## src/rtl/dq_pkg.sv

```systemverilog
// Shared types and constants for the double-ended queue.
package dq_pkg;

  localparam int CAPACITY = 16;
  localparam int IDX_W    = $clog2(CAPACITY);
  localparam int CNT_W    = $clog2(CAPACITY + 1);
  localparam int OPCODE_W = 3;
  localparam int VALUE_W  = 32;
  localparam int STATUS_W = 2;

  typedef enum logic [OPCODE_W-1:0] {
    OP_PUSH_FRONT = 3'd0,
    OP_PUSH_BACK  = 3'd1,
    OP_POP_FRONT  = 3'd2,
    OP_POP_BACK   = 3'd3,
    OP_LIST       = 3'd4
  } opcode_t;

  typedef enum logic [STATUS_W-1:0] {
    ST_OK    = 2'd0,
    ST_EMPTY = 2'd1,
    ST_FULL  = 2'd2
  } status_t;

  // Commands from the controller to the datapath; at most one is set per cycle.
  typedef struct packed {
    logic    push_front;
    logic    push_back;
    logic    pop_front;
    logic    pop_back;
    logic    list_step;
    logic    report;
    status_t report_status;
  } dq_cmd_t;

  // Status from the datapath back to the controller.
  typedef struct packed {
    logic empty;
    logic full;
    logic list_last;
    logic out_free;
  } dq_stat_t;

endpackage

```

## src/rtl/dq_if.sv

```systemverilog
// Request and result channel interfaces of the double-ended queue.
interface dq_req_if import dq_pkg::*; ();
  logic                      valid;
  logic                      ready;
  logic [OPCODE_W-1:0]       opcode;
  logic signed [VALUE_W-1:0] value;

  modport source (output valid, output opcode, output value, input ready);
  modport sink (input valid, input opcode, input value, output ready);
endinterface

interface dq_rsp_if import dq_pkg::*; ();
  logic                      valid;
  logic                      ready;
  logic signed [VALUE_W-1:0] value_out;
  logic [STATUS_W-1:0]       status;
  logic                      last;

  modport source (output valid, output value_out, output status, output last, input ready);
  modport sink (input valid, input value_out, input status, input last, output ready);
endinterface

```

## src/rtl/dq_datapath.sv

```systemverilog
// Ring store, pointers, list index and output register of the double-ended queue.
module dq_datapath import dq_pkg::*; (
  input  logic                      clk,
  input  logic                      rst,
  input  dq_cmd_t                   cmd,
  input  logic signed [VALUE_W-1:0] push_value,
  input  logic                      out_ready,
  output dq_stat_t                  stat,
  output logic                      out_valid,
  output logic signed [VALUE_W-1:0] out_value,
  output logic [STATUS_W-1:0]       out_status,
  output logic                      out_last
);

  logic [VALUE_W-1:0] mem [CAPACITY];
  logic [IDX_W-1:0]   front;
  logic [CNT_W-1:0]   count;
  logic [IDX_W-1:0]   list_idx;
  logic [CNT_W-1:0]   offset;
  logic [IDX_W-1:0]   addr;
  logic [IDX_W-1:0]   front_inc;
  logic               emit;
  logic               mem_read;

  // Modular add of a slot and an offset of at most one full ring.
  function automatic logic [IDX_W-1:0] ring_add(input logic [IDX_W-1:0] a,
                                                input logic [CNT_W-1:0] b);
    logic [CNT_W:0] s;
    s = (CNT_W+1)'(a) + (CNT_W+1)'(b);
    if (s >= (CNT_W+1)'(CAPACITY)) begin
      s = s - (CNT_W+1)'(CAPACITY);
    end
    return s[IDX_W-1:0];
  endfunction

  // Offset from the front slot for the slot that this command touches.
  always_comb begin
    offset = '0;
    if (cmd.push_front) begin
      offset = CNT_W'(CAPACITY - 1);
    end else if (cmd.push_back) begin
      offset = count;
    end else if (cmd.pop_back) begin
      offset = count - CNT_W'(1);
    end else if (cmd.list_step) begin
      offset = CNT_W'(list_idx);
    end
  end

  assign addr      = ring_add(front, offset);
  assign front_inc = ring_add(front, CNT_W'(1));
  assign mem_read  = cmd.pop_front | cmd.pop_back | cmd.list_step;
  assign emit      = mem_read | cmd.push_front | cmd.push_back | cmd.report;

  assign stat.empty     = (count == '0);
  assign stat.full      = (count == CNT_W'(CAPACITY));
  assign stat.list_last = ((CNT_W'(list_idx) + CNT_W'(1)) == count);
  assign stat.out_free  = !out_valid || out_ready;

  // Store write and registered read into the output value.
  always_ff @(posedge clk) begin
    if (cmd.push_front || cmd.push_back) begin
      mem[addr] <= push_value;
    end
    if (mem_read) begin
      out_value <= mem[addr];
    end else if (emit) begin
      out_value <= '0;
    end
  end

  // Output status fields travel with the value.
  always_ff @(posedge clk) begin
    if (emit) begin
      out_status <= cmd.report ? cmd.report_status : ST_OK;
      out_last   <= cmd.list_step ? stat.list_last : 1'b1;
    end
  end

  // Pointers, count, list index and the output valid flag.
  always_ff @(posedge clk) begin
    if (rst) begin
      front     <= '0;
      count     <= '0;
      list_idx  <= '0;
      out_valid <= 1'b0;
    end else begin
      if (cmd.push_front) begin
        front <= addr;
        count <= count + CNT_W'(1);
      end else if (cmd.push_back) begin
        count <= count + CNT_W'(1);
      end else if (cmd.pop_front) begin
        front <= front_inc;
        count <= count - CNT_W'(1);
      end else if (cmd.pop_back) begin
        count <= count - CNT_W'(1);
      end
      if (cmd.list_step) begin
        list_idx <= stat.list_last ? '0 : list_idx + IDX_W'(1);
      end
      if (emit) begin
        out_valid <= 1'b1;
      end else if (out_ready) begin
        out_valid <= 1'b0;
      end
    end
  end

`ifndef SYNTH
  a_count_bound: assert property (@(posedge clk) disable iff (rst)
    count <= CNT_W'(CAPACITY))
    else $error("entry count above capacity");

  a_one_cmd: assert property (@(posedge clk) disable iff (rst)
    $onehot0({cmd.push_front, cmd.push_back, cmd.pop_front, cmd.pop_back,
              cmd.list_step, cmd.report}))
    else $error("more than one command in a cycle");

  a_no_push_full: assert property (@(posedge clk) disable iff (rst)
    (cmd.push_front || cmd.push_back) |-> !stat.full)
    else $error("push issued into a full store");

  a_no_pop_empty: assert property (@(posedge clk) disable iff (rst)
    (cmd.pop_front || cmd.pop_back || cmd.list_step) |-> !stat.empty)
    else $error("read issued on an empty store");

  a_no_overwrite: assert property (@(posedge clk) disable iff (rst)
    (out_valid && !out_ready) |-> !emit)
    else $error("stalled result overwritten");
`endif

endmodule

```

## src/rtl/dq_ctrl.sv

```systemverilog
// Controller state machine: decodes requests and sequences list output.
module dq_ctrl import dq_pkg::*; (
  input  logic                clk,
  input  logic                rst,
  input  logic                req_valid,
  input  logic [OPCODE_W-1:0] req_opcode,
  output logic                req_ready,
  input  dq_stat_t            stat,
  output dq_cmd_t             cmd
);

  typedef enum logic {
    S_IDLE,
    S_LIST
  } state_t;

  state_t state;
  state_t state_next;
  logic   accept;

  assign req_ready = (state == S_IDLE) && stat.out_free;
  assign accept    = req_valid && req_ready;

  // Command decode and next state.
  always_comb begin
    cmd           = '0;
    cmd.report_status = ST_OK;
    state_next    = state;
    unique case (state)
      S_IDLE: begin
        if (accept) begin
          unique case (opcode_t'(req_opcode)) inside
            OP_PUSH_FRONT, OP_PUSH_BACK: begin
              if (stat.full) begin
                cmd.report        = 1'b1;
                cmd.report_status = ST_FULL;
              end else if (opcode_t'(req_opcode) == OP_PUSH_FRONT) begin
                cmd.push_front = 1'b1;
              end else begin
                cmd.push_back = 1'b1;
              end
            end
            OP_POP_FRONT, OP_POP_BACK: begin
              if (stat.empty) begin
                cmd.report        = 1'b1;
                cmd.report_status = ST_EMPTY;
              end else if (opcode_t'(req_opcode) == OP_POP_FRONT) begin
                cmd.pop_front = 1'b1;
              end else begin
                cmd.pop_back = 1'b1;
              end
            end
            OP_LIST: begin
              if (stat.empty) begin
                cmd.report        = 1'b1;
                cmd.report_status = ST_EMPTY;
              end else begin
                cmd.list_step = 1'b1;
                if (!stat.list_last) begin
                  state_next = S_LIST;
                end
              end
            end
            default: begin
              // Undefined opcodes are dropped without a result.
            end
          endcase
        end
      end
      S_LIST: begin
        if (stat.out_free) begin
          cmd.list_step = 1'b1;
          if (stat.list_last) begin
            state_next = S_IDLE;
          end
        end
      end
      default: begin
        state_next = S_IDLE;
      end
    endcase
  end

  // State register.
  always_ff @(posedge clk) begin
    if (rst) begin
      state <= S_IDLE;
    end else begin
      state <= state_next;
    end
  end

`ifndef SYNTH
  a_list_holds_input: assert property (@(posedge clk) disable iff (rst)
    (state == S_LIST) |-> !req_ready)
    else $error("request accepted during list output");

  a_list_step_free: assert property (@(posedge clk) disable iff (rst)
    cmd.list_step |-> stat.out_free)
    else $error("list step with output register busy");

  a_list_ends: assert property (@(posedge clk) disable iff (rst)
    (state == S_LIST && cmd.list_step && stat.list_last) |=> (state == S_IDLE))
    else $error("list did not end after last entry");
`endif

endmodule

```

## src/rtl/double_ended_queue.sv

```systemverilog
// Top level of the bounded double-ended queue.
// Push and pop: one request per cycle unless a result stalls; the result is registered the next cycle.
// List: one result per cycle per entry, paced by the single store read port and result stalls;
// new requests are held off until the last listed entry has been registered.
// A stalled result holds the input off until it is taken; ready returns in the cycle it is.
// Synchronous reset empties the queue (front and count to zero); store contents are not cleared.
module double_ended_queue import dq_pkg::*; (
  input logic   clk,
  input logic   rst,
  dq_req_if.sink   request,
  dq_rsp_if.source result
);

  dq_cmd_t  cmd;
  dq_stat_t stat;

  // Sequencing of requests and list output.
  dq_ctrl u_ctrl (
    .clk        (clk),
    .rst        (rst),
    .req_valid  (request.valid),
    .req_opcode (request.opcode),
    .req_ready  (request.ready),
    .stat       (stat),
    .cmd        (cmd)
  );

  // Store, pointers and result register.
  dq_datapath u_datapath (
    .clk        (clk),
    .rst        (rst),
    .cmd        (cmd),
    .push_value (request.value),
    .out_ready  (result.ready),
    .stat       (stat),
    .out_valid  (result.valid),
    .out_value  (result.value_out),
    .out_status (result.status),
    .out_last   (result.last)
  );

endmodule

```

## src/flat_wrapper.sv

```systemverilog
// flat-port wrapper written by rule: the top's interface ports become plain ports
module double_ended_queue_flat import dq_pkg::*;
  (clk, rst, request_valid, request_opcode, request_value, request_ready, result_valid, result_value_out, result_status, result_last, result_ready);
  dq_req_if request_i ();
  dq_rsp_if result_i ();
  input logic clk;
  input logic rst;
  input wire logic [$bits(request_i.valid)-1:0] request_valid;
  input wire logic [$bits(request_i.opcode)-1:0] request_opcode;
  input wire logic [$bits(request_i.value)-1:0] request_value;
  output wire logic [$bits(request_i.ready)-1:0] request_ready;
  output wire logic [$bits(result_i.valid)-1:0] result_valid;
  output wire logic [$bits(result_i.value_out)-1:0] result_value_out;
  output wire logic [$bits(result_i.status)-1:0] result_status;
  output wire logic [$bits(result_i.last)-1:0] result_last;
  input wire logic [$bits(result_i.ready)-1:0] result_ready;
  assign request_i.valid = request_valid;
  assign request_i.opcode = request_opcode;
  assign request_i.value = request_value;
  assign request_ready = request_i.ready;
  assign result_valid = result_i.valid;
  assign result_value_out = result_i.value_out;
  assign result_status = result_i.status;
  assign result_last = result_i.last;
  assign result_i.ready = result_ready;
  double_ended_queue u_core (.clk(clk), .rst(rst), .request(request_i), .result(result_i));
endmodule
```

## config.mk

```make
export PLATFORM = sky130hd
export DESIGN_NAME = double_ended_queue_flat
export DESIGN_NICKNAME = d
export VERILOG_FILES = /design/src/rtl/dq_pkg.sv /design/src/rtl/dq_if.sv /design/src/rtl/dq_datapath.sv /design/src/rtl/dq_ctrl.sv /design/src/rtl/double_ended_queue.sv /design/src/flat_wrapper.sv
export SDC_FILE = /design/constraint.sdc
export NUM_CORES = 1
export LEC_CHECK = 0
export BUFFER_PORTS_ARGS = -buffer_cell sky130_fd_sc_hd__buf_4
export CORE_ASPECT_RATIO = 1.1
export CORE_UTILIZATION = 50
export CTS_BUF_LIST = sky130_fd_sc_hd__clkbuf_2 sky130_fd_sc_hd__clkbuf_4 sky130_fd_sc_hd__clkbuf_8
export DETAILED_ROUTE_END_ITERATION = 6
export PLACE_DENSITY = 0.76
export SETUP_SLACK_MARGIN = 0.5
export SLEW_MARGIN = 20
export SYNTH_ARGS = -nofsm -noshare
export SYNTH_HDL_FRONTEND = slang
export SYNTH_SLANG_ARGS = --single-unit
export TNS_END_PERCENT = 50
```

## constraint.sdc

```tcl
create_clock -name clk -period 8.75 [get_ports clk]
set_input_delay 1.75 -clock clk [delete_from_list [all_inputs] [get_ports clk]]
set_output_delay 1.75 -clock clk [all_outputs]
set_load 0.005 [all_outputs]
```

==> impl_metrics.ini <==
[outcome]
outcome = complete, no violations

[sta]
tns_ps = 0
finalCritPeriodShare_pct = 73.5
worst_clock_skew_ps = 29.0
worst_pin_slew_ps = 1130
max_freq_ghz = 0.156
max_slew_margin_pct = 24.1
hold_violations = 0
drv_slew = 0
final_period_minus_worst_setup_slack_ps = 6430
setup_viol_count_final = 0
rsz0062_at_grt = no

[yosys]
synth_enable_flop_cells = 547
ys_types = 52
yosysWarnings = 0
ys_seq_area_share_pct = 74.5
async_reset_ff_share_pct = 0
synth.ff_latch_count = 562
syn_area_um2 = 22500
postSynthCellCount = 1086
synth_flop_cell = edfxtp_1
synth_nets = 1135
postSynthAreaPerCell_um2 = 20.7

[cts]
clockRootBuffer = clkbuf_8
cts_tree = yes
worstSkewPairLatency_ps = 640
cts_setup_buffers = 0
cts_sinks = 562
clock_path_buffers = 3
cts_resized = 0
cts_made_buffers = 85
path_clk_slew_ps = 60
h-tree-depth = 3
cts.hold.buffers_added = 0

[route]
vias = 11400
drt-initial-drc-count = 1019
avgRoutedWirePerCell_um = 25.9
drc_errors = 0
drt.antenna.violating_nets = 0
dr.pass1.iters = 5
vias_per_cell = 6.12
drt-total-wl_um = 48400

[placed_design]
port-buffer-count = 75
place_congestion = 0.807
place_area_um2 = 24000
dp_hpwl_um = 27200

[min_path]
hp-start = u_core.u_datapath.list_idx[1]
hp-class = reg -> reg
hold_depth = 2
hold_end = u_core.u_datapath.list_idx[1]

[worst_setup_path]
startpoint_type = primary input
cp_max_fo = 18
reg2reg_slack_ps = 3000
r2r_start = u_core.u_datapath.count[0]
end_kind = flip-flop
required_ps = 9030
reg2regPathDepth = 17
critical_path_arrival_ps = 6710
path_class = in -> reg
r2r_end = u_core.u_datapath.mem[11][0]

[global_routing]
grt_max_degree = 54
grt_pass1_wl_um = 72100
antenna_found_initial = 3
track_usage_pct = 21.7
first_global_vias = 11700
grt_remaining_overflow = 0

[cells_and_area]
n_fill_cell = 3171
design_area_um2 = 25600
seq_area_um2 = 16700
multi_input_area_um2 = 5600
num-nets-final = 1275
drive_gt1_share_pct = 33.5
area_growth_pct = 14.1

[run]
maxCapViolCount = 0

[floorplan]
top_level_ports = 76
initial_core_util_pct = 50.6
core-area_um2 = 44400
num_rows = 81
dieArea_um2 = 45800
dieWidth_um = 204
fp.dieH_um = 224

[power_and_ir_drop]
leakagePower_uw = 0.00866
power_density_nw_per_um2 = 224
peakVddDrop_mv = 0.121
-- cell families (layout without fill, tap and decap cells) --
| group | after synthesis | after routing | share of synthesized area, % |
|---|---|---|---|
| other | 0 | 1 | 0 |
| DFF | 562 | 562 | 74.5 |
| and+or+nand+nor | 157 | 157 | 4.00 |
| buffers and inverters | 75 | 278 | 1.40 |
| adders and majority gates | 10 | 10 | 0.590 |
| muxes | 190 | 190 | 15.6 |
| xor gates and xnor gates | 17 | 17 | 0.696 |
| AOI/OAI and AO/OA | 75 | 75 | 3.25 |
-- worst max-delay path by stage --
stage / startpoint / endpoint / depth (start not counted)
6_report: result_ready / u_core.u_datapath.mem[11][0] / 16
5_1_grt: result_ready / u_core.u_datapath.out_value[5] / 13
3_3_place_gp: result_ready / u_core.u_datapath.out_value[5] / 13
3_5_place_dp: result_ready / u_core.u_datapath.mem[2][9] / 13
2_1_floorplan: result_ready / u_core.u_datapath.mem[12][0] / 16
4_1_cts: result_ready / u_core.u_datapath.out_value[5] / 13
-- registers in the layout, summed over array words and instances (netlist names) --
name / count
u_core.u_datapath.mem: 512
u_core.u_datapath.out_value: 32
u_core.u_datapath.count: 5
u_core.u_datapath.front: 4
u_core.u_datapath.list_idx: 4
u_core.u_datapath.out_status: 2
u_core.u_ctrl.state: 1
u_core.u_datapath.out_last: 1
u_core.u_datapath.out_valid: 1
-- synthesized netlist by cell type (5+ instances only) --
master,n,area (um^2)
o21ai_0,8,40.0
a2111oi_0,10,87.6
nor2_1,22,82.6
dfxtp_1,15,300
xor2_1,5,43.8
a2111oi_2,21,315
and3_1,62,388
nor2b_1,5,31.3
a21oi_1,12,60.1
mux2i_1,62,621
a221oi_1,6,52.6
clkbuf_1,40,150
mux4_2,128,2880
or4_1,6,45.0
inv_1,10,37.5
nor3_1,11,55.1
edfxtp_1,547,16400
xnor2_1,11,96.3
nand2_1,15,56.3
ha_1,9,113
buf_2,20,100
nor4_1,11,68.8
and2_1,5,31.3
-- final cells by class --
type	instances	share of cell area (%)
Sequential cell	562	65.2
Tap cell	581	2.84
Antenna cell	1	0.00976
Inverter	10	0.146
Multi-Input combinational cell	449	21.9
Timing Repair Buffer	118	3.60
Clock buffer	120	5.66
Clock inverter	30	0.644
-- per-layer routing --
| layer | vias to the layer above | global-route usage [%] | share of wire, % |
|---|---|---|---|
| met3 | 70 | 5.03 | 9.0 |
| met2 | 536 | 33.8 | 49 |
| li1 | 4854 | - | - |
| met1 | 5982 | 30.2 | 40 |
| met4 | 4 | 7.94 | 2.2 |
| met5 | - | 0 | 0.047 |
-- stage by stage --
| step | instances | power (uW) | utilization (%) | setup WS (ps) | hold WS (ps) |
|---|---|---|---|---|---|
| finish | 1871 | 5750 | 57.8 | 2320 | 520 |
| global route | 1870 | 5960 | 57.7 | 1900 | 542 |
| CTS | 1870 | 5800 | 57.7 | 2420 | 514 |
| detailed placement | 1720 | 3770 | 54.1 | 1710 | 506 |
| global placement | 1720 | 3760 | 54.1 | 1790 | 485 |
| floorplan | 1086 | 3530 | - | 450 | 463 |
-- placed cells by master, fill, tap and decap left out, types with 10 or more instances in the layout --
cell and n:
edfxtp_1 547, mux4_2 128, buf_4 115, clkbuf_8 88, and3_1 62, mux2i_1 62, clkbuf_4 32, a2111oi_2 21
nor2_1 17, clkinv_1 17, nand2_1 15, dfxtp_1 15, a21oi_1 12, a2111oi_0 10, inv_1 10
-- worst max-delay path: stages --
cell	delay, ps
buf_4	110
nor2b_1	520
nor4_1	190
nand2_1	570
o21ai_0	250
o22ai_1	180
a2bb2oi_1	130
ha_1	390
a21oi_1	190
nand2_1	160
xnor2_2	350
buf_4	370
xnor2_2	380
buf_4	380
nor4_2	350
buf_4	420
-- where the power goes --
part	internal (uW)	switching (uW)
Combinational	303	370
Sequential	3010	25.2
Clock	1100	949
Total	4410	1340
No activity file was read; power rests on OpenSTA's default activity.
